`src/rtl/core/trimmed_mean_adc_channel_voltage_top_defines.svh`:
```
// Assertion macros used by the core RTL controller (tmacv_ctrl).
`ifndef TRIMMED_MEAN_ADC_CHANNEL_VOLTAGE_TOP_DEFINES_SVH
`define TRIMMED_MEAN_ADC_CHANNEL_VOLTAGE_TOP_DEFINES_SVH

`ifndef SYNTHESIS
`define TMACV_ASSERT(lbl, prop, msg) \
  lbl: assert property (@(posedge clk_i) disable iff (!rst_ni) (prop)) else $error(msg);
`define TMACV_ASSERT_ALWAYS(lbl, prop, msg) \
  lbl: assert property (@(posedge clk_i) (prop)) else $error(msg);
`else
`define TMACV_ASSERT(lbl, prop, msg)
`define TMACV_ASSERT_ALWAYS(lbl, prop, msg)
`endif

`endif

```
`src/rtl/core/tmacv_pkg.sv`:
```
`default_nettype none
package tmacv_pkg;

  localparam int unsigned SAMPLE_W   = 12;
  localparam int unsigned CH_FIELD_W = 4;
  localparam int unsigned MV_W       = 13;
  localparam int unsigned CHANS_W    = 5;
  localparam int unsigned CFG_IDX_W  = 2;
  localparam int unsigned CFG_DATA_W = 13;
  localparam int unsigned S_TDATA_W  = 16;
  localparam int unsigned M_TDATA_W  = 16;

  localparam int unsigned WINDOW_DEF   = 16;
  localparam int unsigned CHANNELS_DEF = 16;

  localparam logic [MV_W-1:0]     FULL_SCALE_RST = 13'd3000;
  localparam logic [CHANS_W-1:0]  CHANS_RST      = 5'd13;
  localparam logic [SAMPLE_W-1:0] SAMPLE_MAX     = 12'hFFF;

  localparam int unsigned FULL_CODE   = 4095;
  localparam int unsigned PROD_W      = SAMPLE_W + MV_W;
  localparam int unsigned SCALE_SHIFT = PROD_W;
  localparam int unsigned SCALE_RECIP = (2 ** SCALE_SHIFT) / FULL_CODE;
  localparam int unsigned RECIP_W     = 14;

  localparam logic [CFG_IDX_W-1:0] CFG_FULL_SCALE = 2'd0;
  localparam logic [CFG_IDX_W-1:0] CFG_CHANNELS   = 2'd1;

  localparam logic OP_STORE = 1'b0;
  localparam logic OP_READ  = 1'b1;

  typedef enum logic [3:0] {
    ST_CLEAR,
    ST_IDLE,
    ST_READ,
    ST_DRAIN,
    ST_TRIM,
    ST_DIV,
    ST_FIX,
    ST_SCALE,
    ST_RECIP,
    ST_DONE
  } state_e;

  typedef struct packed {
    logic mem_clear;
    logic store_en;
    logic read_start;
    logic read_en;
    logic trim_en;
    logic div_en;
    logic fix_en;
    logic scale_en;
    logic recip_en;
    logic out_load;
  } cmd_t;

  typedef struct packed {
    logic clr_last;
    logic rd_last;
    logic in_read;
    logic in_reject;
    logic out_free;
  } status_t;

endpackage
`default_nettype wire

```
`src/rtl/core/trimmed_mean_adc_channel_voltage_top.sv`:
```
// Store transaction: accepted while idle, no result.
// Read transaction: the window is walked one sample memory entry per cycle through a single
// compare-add unit, then passes states DRAIN, TRIM, DIV, FIX, SCALE and RECIP to DONE, where
// the result loads; next transaction the cycle after the load; a held result stalls it.
// Rejected read: skips the walk and goes straight to DONE. Reset: async active low; clears the
// sample memory (WINDOW * 2**ceil(log2 CHANNELS) entries), tready low.
`default_nettype none
module trimmed_mean_adc_channel_voltage_top
  import tmacv_pkg::*;
#(
  parameter int unsigned WINDOW   = WINDOW_DEF,
  parameter int unsigned CHANNELS = CHANNELS_DEF
) (
  input  wire logic                  clk_i,
  input  wire logic                  rst_ni,
  input  wire logic                  cfg_we_i,
  input  wire logic [CFG_IDX_W-1:0]  cfg_idx_i,
  input  wire logic [CFG_DATA_W-1:0] cfg_data_i,
  input  wire logic                  s_axis_tvalid,
  output logic                       s_axis_tready,
  input  wire logic [S_TDATA_W-1:0]  s_axis_tdata,   // channel[3:0], sample[15:4]
  input  wire logic                  s_axis_tuser,   // operation
  output logic                       m_axis_tvalid,
  input  wire logic                  m_axis_tready,
  output logic [M_TDATA_W-1:0]       m_axis_tdata,   // millivolts[12:0], zero[15:13]
  output logic                       m_axis_tuser    // channel_invalid
);

  cmd_t            cmd;
  status_t         status;
  logic [MV_W-1:0] out_mv;

  tmacv_ctrl u_ctrl (
    .clk_i      (clk_i),
    .rst_ni     (rst_ni),
    .in_valid_i (s_axis_tvalid),
    .in_ready_o (s_axis_tready),
    .status_i   (status),
    .cmd_o      (cmd)
  );

  tmacv_dp #(
    .WINDOW   (WINDOW),
    .CHANNELS (CHANNELS)
  ) u_dp (
    .clk_i       (clk_i),
    .rst_ni      (rst_ni),
    .cfg_we_i    (cfg_we_i),
    .cfg_idx_i   (cfg_idx_i),
    .cfg_data_i  (cfg_data_i),
    .in_op_i     (s_axis_tuser),
    .in_ch_i     (s_axis_tdata[CH_FIELD_W-1:0]),
    .in_sample_i (s_axis_tdata[CH_FIELD_W +: SAMPLE_W]),
    .cmd_i       (cmd),
    .status_o    (status),
    .out_ready_i (m_axis_tready),
    .out_valid_o (m_axis_tvalid),
    .out_mv_o    (out_mv),
    .out_inv_o   (m_axis_tuser)
  );

  assign m_axis_tdata = {{(M_TDATA_W - MV_W){1'b0}}, out_mv};

endmodule
`default_nettype wire

```
`src/rtl/core/tmacv_ctrl.sv`:
```
`default_nettype none
`include "trimmed_mean_adc_channel_voltage_top_defines.svh"
module tmacv_ctrl
  import tmacv_pkg::*;
(
  input  wire logic    clk_i,
  input  wire logic    rst_ni,
  input  wire logic    in_valid_i,
  output logic         in_ready_o,
  input  wire status_t status_i,
  output cmd_t         cmd_o
);

  state_e state_q, state_d;

  always_ff @(posedge clk_i or negedge rst_ni) begin
    if (!rst_ni) begin
      state_q <= ST_CLEAR;
    end else begin
      state_q <= state_d;
    end
  end

  always_comb begin
    state_d = state_q;
    unique case (state_q)
      ST_CLEAR: begin
        if (status_i.clr_last) state_d = ST_IDLE;
      end
      ST_IDLE: begin
        if (in_valid_i && status_i.in_read) begin
          state_d = status_i.in_reject ? ST_DONE : ST_READ;
        end
      end
      ST_READ: begin
        if (status_i.rd_last) state_d = ST_DRAIN;
      end
      ST_DRAIN: state_d = ST_TRIM;
      ST_TRIM:  state_d = ST_DIV;
      ST_DIV:   state_d = ST_FIX;
      ST_FIX:   state_d = ST_SCALE;
      ST_SCALE: state_d = ST_RECIP;
      ST_RECIP: state_d = ST_DONE;
      ST_DONE: begin
        if (status_i.out_free) state_d = ST_IDLE;
      end
      default: state_d = ST_IDLE;
    endcase
  end

  always_comb begin
    cmd_o      = '0;
    in_ready_o = 1'b0;
    unique case (state_q)
      ST_CLEAR: cmd_o.mem_clear = 1'b1;
      ST_IDLE: begin
        in_ready_o       = 1'b1;
        cmd_o.store_en   = in_valid_i && !status_i.in_read;
        cmd_o.read_start = in_valid_i && status_i.in_read;
      end
      ST_READ:  cmd_o.read_en  = 1'b1;
      ST_DRAIN: ;
      ST_TRIM:  cmd_o.trim_en  = 1'b1;
      ST_DIV:   cmd_o.div_en   = 1'b1;
      ST_FIX:   cmd_o.fix_en   = 1'b1;
      ST_SCALE: cmd_o.scale_en = 1'b1;
      ST_RECIP: cmd_o.recip_en = 1'b1;
      ST_DONE:  cmd_o.out_load = status_i.out_free;
      default: ;
    endcase
  end

  `TMACV_ASSERT(a_load_free, cmd_o.out_load |-> status_i.out_free, "result overwritten")
  `TMACV_ASSERT(a_read_drain, (state_q == ST_READ) && status_i.rd_last |=> state_q == ST_DRAIN,
                "window walk did not end")
  `TMACV_ASSERT(a_clear_done,
                ($past(state_q) == ST_CLEAR) && (state_q != ST_CLEAR) |-> $past(status_i.clr_last),
                "clearing pass left early")
  `TMACV_ASSERT(a_no_cmd_overlap, $onehot0(cmd_o), "several commands at once")

endmodule
`default_nettype wire

```
`src/rtl/core/tmacv_dp.sv`:
```
`default_nettype none
module tmacv_dp
  import tmacv_pkg::*;
#(
  parameter int unsigned WINDOW   = WINDOW_DEF,
  parameter int unsigned CHANNELS = CHANNELS_DEF
) (
  input  wire logic                  clk_i,
  input  wire logic                  rst_ni,
  input  wire logic                  cfg_we_i,
  input  wire logic [CFG_IDX_W-1:0]  cfg_idx_i,
  input  wire logic [CFG_DATA_W-1:0] cfg_data_i,
  input  wire logic                  in_op_i,
  input  wire logic [CH_FIELD_W-1:0] in_ch_i,
  input  wire logic [SAMPLE_W-1:0]   in_sample_i,
  input  wire cmd_t                  cmd_i,
  output status_t                    status_o,
  input  wire logic                  out_ready_i,
  output logic                       out_valid_o,
  output logic [MV_W-1:0]            out_mv_o,
  output logic                       out_inv_o
);

  localparam int unsigned WIN_W   = $clog2(WINDOW);
  localparam int unsigned CH_W    = (CHANNELS > 1) ? $clog2(CHANNELS) : 1;
  localparam int unsigned AW      = WIN_W + CH_W;
  localparam int unsigned DEPTH   = WINDOW * (2 ** CH_W);
  localparam int unsigned SUM_W   = $clog2(WINDOW * FULL_CODE + 1);
  localparam int unsigned DIV_D   = WINDOW - 2;
  localparam int unsigned DIV_M   = (2 ** SUM_W) / DIV_D;
  localparam int unsigned DIVM_W  = SUM_W + 1;
  localparam int unsigned DPROD_W = SUM_W + DIVM_W;
  localparam int unsigned RPROD_W = PROD_W + RECIP_W;

  logic [MV_W-1:0]    fs_q;
  logic [CHANS_W-1:0] chans_q;

  always_ff @(posedge clk_i or negedge rst_ni) begin
    if (!rst_ni) begin
      fs_q    <= FULL_SCALE_RST;
      chans_q <= CHANS_RST;
    end else if (cfg_we_i) begin
      if (cfg_idx_i == CFG_FULL_SCALE) fs_q <= cfg_data_i[MV_W-1:0];
      if (cfg_idx_i == CFG_CHANNELS)   chans_q <= cfg_data_i[CHANS_W-1:0];
    end
  end

  logic [CH_W-1:0] ch_lo;
  logic            ch_in_range;
  logic            ch_reject;

  assign ch_lo       = in_ch_i[CH_W-1:0];
  assign ch_in_range = {1'b0, in_ch_i} < CHANS_W'(CHANNELS);
  assign ch_reject   = !ch_in_range || ({1'b0, in_ch_i} >= chans_q);

  logic [WIN_W-1:0] wpos_q [CHANNELS];
  logic [WIN_W-1:0] wpos_cur;
  logic [WIN_W-1:0] wpos_nxt;

  assign wpos_cur = wpos_q[ch_lo];
  assign wpos_nxt = (wpos_cur == WIN_W'(WINDOW - 1)) ? '0 : wpos_cur + 1'b1;

  always_ff @(posedge clk_i or negedge rst_ni) begin
    if (!rst_ni) begin
      for (int i = 0; i < CHANNELS; i++) wpos_q[i] <= '0;
    end else if (cmd_i.store_en && ch_in_range) begin
      wpos_q[ch_lo] <= wpos_nxt;
    end
  end

  logic [AW-1:0] cnt_q;

  always_ff @(posedge clk_i or negedge rst_ni) begin
    if (!rst_ni) begin
      cnt_q <= '0;
    end else if (cmd_i.read_start) begin
      cnt_q <= '0;
    end else if (cmd_i.mem_clear || cmd_i.read_en) begin
      cnt_q <= cnt_q + 1'b1;
    end
  end

  logic [CH_W-1:0] ch_q;
  logic            inv_q;

  always_ff @(posedge clk_i) begin
    if (cmd_i.read_start) begin
      ch_q  <= ch_lo;
      inv_q <= ch_reject;
    end
  end

  logic [SAMPLE_W-1:0] mem_q [DEPTH];
  logic [SAMPLE_W-1:0] rdata_q;
  logic                mem_we;
  logic [AW-1:0]       waddr;
  logic [SAMPLE_W-1:0] wdata;
  logic [AW-1:0]       raddr;

  assign mem_we = cmd_i.mem_clear || (cmd_i.store_en && ch_in_range);
  assign waddr  = cmd_i.mem_clear ? cnt_q : {wpos_cur, ch_lo};
  assign wdata  = cmd_i.mem_clear ? '0 : in_sample_i;
  assign raddr  = {cnt_q[WIN_W-1:0], ch_q};

  always_ff @(posedge clk_i) begin
    if (mem_we) mem_q[waddr] <= wdata;
    if (cmd_i.read_en) rdata_q <= mem_q[raddr];
  end

  logic acc_en_q;

  always_ff @(posedge clk_i or negedge rst_ni) begin
    if (!rst_ni) begin
      acc_en_q <= 1'b0;
    end else begin
      acc_en_q <= cmd_i.read_en;
    end
  end

  logic [SUM_W-1:0]    total_q;
  logic [SAMPLE_W-1:0] hi_q;
  logic [SAMPLE_W-1:0] lo_q;

  always_ff @(posedge clk_i) begin
    if (cmd_i.read_start) begin
      total_q <= '0;
      hi_q    <= '0;
      lo_q    <= SAMPLE_MAX;
    end else if (acc_en_q) begin
      total_q <= total_q + SUM_W'(rdata_q);
      if (rdata_q > hi_q) hi_q <= rdata_q;
      if (rdata_q < lo_q) lo_q <= rdata_q;
    end
  end

  logic [SUM_W-1:0]    x_q;
  logic [DPROD_W-1:0]  dprod_q;
  logic [SAMPLE_W-1:0] dq0;
  logic [SUM_W-1:0]    drem;
  logic [SAMPLE_W-1:0] mean_q;
  logic [PROD_W-1:0]   sprod_q;
  logic [RPROD_W-1:0]  rprod_q;

  assign dq0  = dprod_q[SUM_W +: SAMPLE_W];
  assign drem = x_q - SUM_W'(SUM_W'(dq0) * SUM_W'(DIV_D));

  always_ff @(posedge clk_i) begin
    if (cmd_i.trim_en) x_q <= total_q - SUM_W'(hi_q) - SUM_W'(lo_q);
    if (cmd_i.div_en) dprod_q <= DPROD_W'(x_q) * DPROD_W'(DIV_M);
    if (cmd_i.fix_en) mean_q <= (drem >= SUM_W'(DIV_D)) ? dq0 + 1'b1 : dq0;
    if (cmd_i.scale_en) sprod_q <= PROD_W'(mean_q) * PROD_W'(fs_q);
    if (cmd_i.recip_en) rprod_q <= RPROD_W'(sprod_q) * RPROD_W'(SCALE_RECIP);
  end

  logic [MV_W-1:0]   sq0;
  logic [PROD_W-1:0] srem;
  logic [MV_W-1:0]   mv_res;

  assign sq0    = rprod_q[SCALE_SHIFT +: MV_W];
  assign srem   = sprod_q - ({sq0, {SAMPLE_W{1'b0}}} - PROD_W'(sq0));
  assign mv_res = (srem >= PROD_W'(FULL_CODE)) ? sq0 + 1'b1 : sq0;

  logic            out_valid_q;
  logic [MV_W-1:0] out_mv_q;
  logic            out_inv_q;

  always_ff @(posedge clk_i or negedge rst_ni) begin
    if (!rst_ni) begin
      out_valid_q <= 1'b0;
    end else if (cmd_i.out_load) begin
      out_valid_q <= 1'b1;
    end else if (out_ready_i) begin
      out_valid_q <= 1'b0;
    end
  end

  always_ff @(posedge clk_i) begin
    if (cmd_i.out_load) begin
      out_mv_q  <= inv_q ? '0 : mv_res;
      out_inv_q <= inv_q;
    end
  end

  assign out_valid_o = out_valid_q;
  assign out_mv_o    = out_mv_q;
  assign out_inv_o   = out_inv_q;

  assign status_o.clr_last  = cnt_q == AW'(DEPTH - 1);
  assign status_o.rd_last   = cnt_q[WIN_W-1:0] == WIN_W'(WINDOW - 1);
  assign status_o.in_read   = in_op_i == OP_READ;
  assign status_o.in_reject = ch_reject;
  assign status_o.out_free  = !out_valid_q || out_ready_i;

endmodule
`default_nettype wire

```
`config.mk`:
```
export PLATFORM = sky130hd
export DESIGN_NAME = trimmed_mean_adc_channel_voltage_top
export DESIGN_NICKNAME = d
export VERILOG_FILES = /design/src/rtl/core/tmacv_pkg.sv /design/src/rtl/core/trimmed_mean_adc_channel_voltage_top.sv /design/src/rtl/core/tmacv_ctrl.sv /design/src/rtl/core/tmacv_dp.sv
export VERILOG_INCLUDE_DIRS = /design/src /design/src/rtl/core
export SDC_FILE = /design/constraint.sdc
export NUM_CORES = 2
export LEC_CHECK = 0
export BUFFER_PORTS_ARGS = -buffer_cell sky130_fd_sc_hd__buf_2
export CAP_MARGIN = 40
export CORE_MARGIN = 2
export CORE_UTILIZATION = 50
export CTS_CLUSTER_SIZE = 14
export DETAILED_ROUTE_END_ITERATION = 16
export HOLD_SLACK_MARGIN = 0.08
export PLACE_DENSITY = 0.79
export SLEW_MARGIN = 20
export SYNTH_ARGS = -nofsm -noshare
export SYNTH_HDL_FRONTEND = slang
export SYNTH_HIERARCHICAL = 1
export SYNTH_SLANG_ARGS = --single-unit
```
`constraint.sdc`:
```
create_clock -name clk_i -period 9.4 [get_ports clk_i]
set_input_delay 2.82 -clock clk_i [delete_from_list [all_inputs] [get_ports clk_i]]
set_output_delay 2.82 -clock clk_i [all_outputs]
set_load 0.1 [all_outputs]
```
After elaboration in Yosys (flattened, before gate mapping)
Memories as Yosys holds them, arrays and structs flattened. A register that Yosys moved wholly into a read port is not among the register bits.
Cells that the tools add are included.
{ "word_totals": {"reg_bits": 273, "n_memories": 1, "output_inout_bits": 19, "mem_bits_rw": 3072} }
{ "classes": {"muxes": 33, "eq_ne": 17, "add_sub_neg": 10, "multipliers": 4, "magnitude_cmp": 7, "n_bitwise": 1, "n_reduce_logical": 17} }
{ "memory_table": {"columns": ["name", "words", "word_bits", "rd", "rd_clocked_by_memory_dff", "wr", "line", "text"], "rows": [
  ["u_dp.mem_q", 256, 12, 1, 1, 1, "tmacv_dp.sv:93", "logic [SAMPLE_W-1:0] mem_q [DEPTH];"]
]} }
{ "ops": {"columns": ["operator", "count"], "rows": [
  ["$bwmux 64", 1],
  ["$pmux 4 s10", 1],
  ["$mul 25x13->37 const B", 1],
  ["$mux 4", 9],
  ["$sub 16x12->16", 2],
  ["$mul 16x13->28 const B", 1],
  ["$ge 25x12->1 const B", 1],
  ["$mul 12x13->25", 1],
  ["$sub 25x13->25", 1],
  ["$sub 25x25->25", 1],
  ["$mux 12", 2],
  ["$mux 8", 3],
  ["$add 16x12->16", 1],
  ["$bmux 4 s4", 1],
  ["$demux 4 s4", 1],
  ["$eq 4x3->1 const B", 4],
  ["$eq 4x4->1 const B", 4],
  ["$ge 16x4->1 const B", 1],
  ["$sub 16x16->16", 1],
  ["$mul 12x3->15 const B", 1],
  ["$add 13x1->13 const B", 1],
  ["$mux 1", 13],
  ["$mux 13", 1],
  ["$add 12x1->12 const B", 1],
  ["23 further kinds", 35]
]} }

Depth between registers and ports, before layout
{ "depth": {"ltp_word": 7, "depth_mapped": 23, "depth_no_buf": 22} }

Modules after synthesis
The synthesis kept the hierarchy.
{ "by_module_without_submodules": {"columns": ["mod", "n_inst", "area_per_inst_um2", "seq_area_each_um2", "cells_per_inst"], "rows": [
  ["tmacv_dp", 1, 140433.4, 98637.1, 6978],
  ["tmacv_ctrl", 1, 391.6, 100.1, 42],
  ["trimmed_mean_adc_channel_voltage_top", 1, 26.3, 0.0, 4]
]} }

Worst setup path after synthesis
No wires, ideal clock.
{ "synth_path": {"kind": "input to register", "from": "in s_axis_tdata[4]", "to": "mem u_dp.mem_q[0][0] (data pin)", "setup_time_ns": 1.447, "n_path_buf": 0, "t_arrival_ns": 8.965, "setup_slack_ns": -1.012, "path_stages": 1, "path_cell_list": "nor2b_1"} }
{ "synth_via": {"elab_chain_cells": 1} }
{ "synth_lines": {"columns": ["item", "line", "text"], "rows": [
  ["start, declared", "trimmed_mean_adc_channel_voltage_top.sv:21", "input wire logic [S_TDATA_W-1:0] s_axis_tdata,"],
  ["$mux 12", "tmacv_dp.sv:102", "assign wdata = cmd_i.mem_clear ? '0 : in_sample_i;"],
  ["end, declared", "tmacv_dp.sv:93", null]
]} }
No other way between the ends.

Worst setup path in the final report
{ "layout_path": {"from": "in s_axis_tdata[0]", "to": "mem u_dp.mem_q[115][9], enable pin"} }
{ "layout_via": {"elab_chain_cells": 5} }
{ "layout_lines": {"columns": ["item", "line", "text"], "rows": [
  ["$not 4->5 (implied by the code)", "tmacv_dp.sv:60", "assign wpos_cur = wpos_q[ch_lo];"],
  ["$bmux 4 s4", "tmacv_dp.sv:60", null],
  ["$mux 4 (implied by the code) (2 in a row)", "tmacv_dp.sv:60", null],
  ["$mux 8 *", "tmacv_dp.sv:101", "assign waddr = cmd_i.mem_clear ? cnt_q : {wpos_cur, ch_lo};"]
]} }
Every way passes the cells marked *; elsewhere a longest branch is shown, timed or not. The select of a mux whose other input is x is not followed.

==> results.toml <==
[worst_hold_path]
hold_path.startpoint = "u_dp/hi_q[9]"
whs_path_depth = 2
holdPathEnd = "u_dp/hi_q[9]"
hp-class = "register to register"

[run_status]
status = "finished, violations left"
violations = "slew limit"

[place]
place_congestion = 0.875
place_inst = 10680
port-buffer-count = 52
dp_hpwl_microns = 217000

[grt]
antenna_found_initial = 35
grt_start_max_net_pins = 184
grt_pass1_wl_microns = 575000
grt-ovfl-total = 0
grt_usage_pct = 28.0
grt_pass1_vias = 75063

[layout]
regArea_sq_mm = 0.0987
syn2layout_area_growth_pct = 12.4
num-fill-cells = 19116
nNetsFinal = 7973
layout-drive-gt1-share_pct = 27.1
fin_cells = 11439
multi_input_area_sq_mm = 0.0396

[timing]
min_period_over_period_pct = 72.6
slew_violations = 35
clock_skew_ns = 0.0828
max_freq_mhz = 147
tightest_slew_ns = 1.54
rsz0062_at_grt = "no"
whs_ns = 0.492
tns_ns = 0
finalHoldViolations = 0
slew_headroom_pct = -2.83
min_period_ns = 6.82
setup_viol = 0

[drt]
ant_nets = 0
vias = 78256
viasPerCell = 6.84
first_pass_iters = 9
drc = 0
drt_iter0_markers = 14934
drt-wirelength-per-cell_microns = 36.2
wl_microns = 414000

[setup_path]
worstSetupEndpointType = "register"
r2r_end = "u_dp/sprod_q[24]"
critPathSlowestCell = "nor2_1"
reg2reg_from = "u_dp/mean_q[3]"
critPathMaxFanout = 25
path_class = "input pin to register"
crit_chain = "buf_2, mux4_2, mux4_2, mux2_2, nor2_1, buf_4, nand2_1, nor2_1, buf_4"
ff2ff_setup_slack_ns = 3.16
rr_worst_depth = 19
crit_arrival_ns = 7.48
required_ns = 10.06
startpoint_type = "input pin"
max_stage_delay_ns = 0.74

[power]
power.density_mw_per_mm2 = 317
clock_power_share_pct = 25.4
power.internal_mw = 32.6
vdd.ir_drop.worst_mv = 0.536
power_frac_seq_pct = 38.0
p_comb_share_pct = 36.5
swShare_pct = 35.1
total_power_mw = 50.2
switchingPower_mw = 17.6
p_leak_nw = 53.0

[die]
std_cell_rows = 194
coreArea_sq_mm = 0.280
dieArea_sq_mm = 0.286
start_util_pct = 50.3
die_h_microns = 535
die_w_microns = 535
io_pins = 56

[synthesis]
yosys.area.top_type = "edfxtp_1"
yosys_warnings = 6
syn-mean-instance-area_sq_um = 20.1
ys.flop_type = "edfxtp_1"
synth-edff-count = 3181
synth_top_cell_area_share_pct = 67.8
synth.most_common_cell = "edfxtp_1"
synth_cell_type_count = 91
syn_inst = 7024
syn_area_sq_mm = 0.141
synth_common_cells = "edfxtp_1, mux4_2, nor2_1"
ys_async_sr_fraction_pct = 2.89
synth.area.top_cells = "edfxtp_1, mux4_2, ha_1"
seq_area_frac_synth_pct = 70.1
synth.ff_latch_count = 3317

[clock_network]
clock_path_buffers = 4
cts_resized = 0
clockRootBuffer = "clkbuf_16"
cts_tree = "yes"
numCtsBuffers = 327
h-tree-depth = 5
hold_buffers = 0
cts_sinks = 3317
clkLatencyLatePin_ns = 0.99
clkTransAtPathRegs_ns = 0.06
post-cts-setup-buffer-count = 0

[job]
maxCapViolations = 0
-- cell families after synthesis --
group / count (synthesis) / share of synthesized area [%]
adder cells (fa/ha/maj): 474 / 5.10
other: 1 / 0.00266
multiplexers: 1157 / 17.5
AND/OR/NAND/NOR: 958 / 3.15
XOR/XNOR: 111 / 0.690
flip-flops: 3317 / 70.1
buffers and inverters: 684 / 1.94
AO/OA/AOI/OAI: 322 / 1.49
-- critical path, delay by kind of cell --
kind                   cells  cell delay [ns]
and+or+nand+nor            3             1.95
muxes                      3             1.52
buffers and inverters      3             1.16
-- metrics by stage --
step / utilization [%] / setup WS (ns) / instance area, sq um
5_1_grt: 56.6 / 2.58 / 158000
2_1_floorplan: - / 2.05 / 141000
3_5_place_dp: 52.4 / 1.71 / 147000
3_3_place_gp: 52.0 / 1.83 / 146000
4_1_cts: 55.9 / 2.55 / 156000
6_report: 56.6 / 2.58 / 158000
-- worst max-delay path by stage --
stage	startpoint	to	cells after the start
finish	s_axis_tdata[0]	u_dp/mem_q[115][9]	9
global route	s_axis_tdata[0]	u_dp/mem_q[121][0]	9
CTS	s_axis_tdata[0]	u_dp/mem_q[103][6]	7
detailed placement	s_axis_tdata[0]	u_dp/mem_q[104][8]	7
global placement	s_axis_tdata[0]	u_dp/mem_q[99][10]	7
floorplan	s_axis_tdata[4]	u_dp/mem_q[0][0]	1
-- state kept, by name, summed over array words and instances, names as in the netlist, 13 cells and up --
register / cells
u_dp/x_q: 16
u_dp/wpos_q: 64
u_dp/rprod_q: 13
u_dp/out_mv_o: 13
u_dp/mem_q: 3072
u_dp/fs_q: 13
u_dp/sprod_q: 25
u_dp/total_q: 16
-- final cells by class --
class,count,share of cell area (%)
antenna,35,0.0553
sequential,3317,62.4
clock inverter,155,0.810
timing repair buffer,447,2.64
inverter,344,0.815
tap,3724,2.94
clock buffer,392,5.37
multi-input combinational,3025,25.0
-- metal layers --
layer / global-route usage [%] / share of wire, % / vias to the layer above / routed length (microns)
li1: - / - / 29140 / -
met1: 37.6 / 32 / 39596 / 134000
met2: 43.5 / 47 / 8070 / 196000
met3: 7.08 / 14 / 1428 / 59800
met4: 13.0 / 5.8 / 22 / 23900
met5: 0 / 0.040 / - / 164
-- power groups by stage --
| stage | Combinational (mW) | Clock (mW) | Sequential (mW) |
|---|---|---|---|
| after CTS | 17.9 | 12.7 | 19.1 |
| final | 18.3 | 12.8 | 19.1 |
| after global routing | 20.1 | 13.2 | 19.1 |
| after global placement | 16.8 | 0 | 19.4 |
| after floorplan | 12.3 | 0 | 19.3 |
| after detailed placement | 17.5 | 0 | 19.4 |
-- cells in the final DEF, fill, tap and decap left out, types with 40 or more instances in the layout --
cell type	count
ha_1	308
o21ai_0	70
xnor2_1	71
buf_2	54
xor2_1	40
clkinv_2	45
a21oi_1	90
nor2_1	419
clkbuf_16	330
and2_1	65
clkbuf_1	61
edfxtp_1	3181
buf_4	330
mux2_2	76
fa_1	166
dfrtp_1	84
nand2_1	192
mux4_2	1040
clkinv_1	63
inv_1	343
dfxtp_1	40
Power figures use the tool's default switching activity.
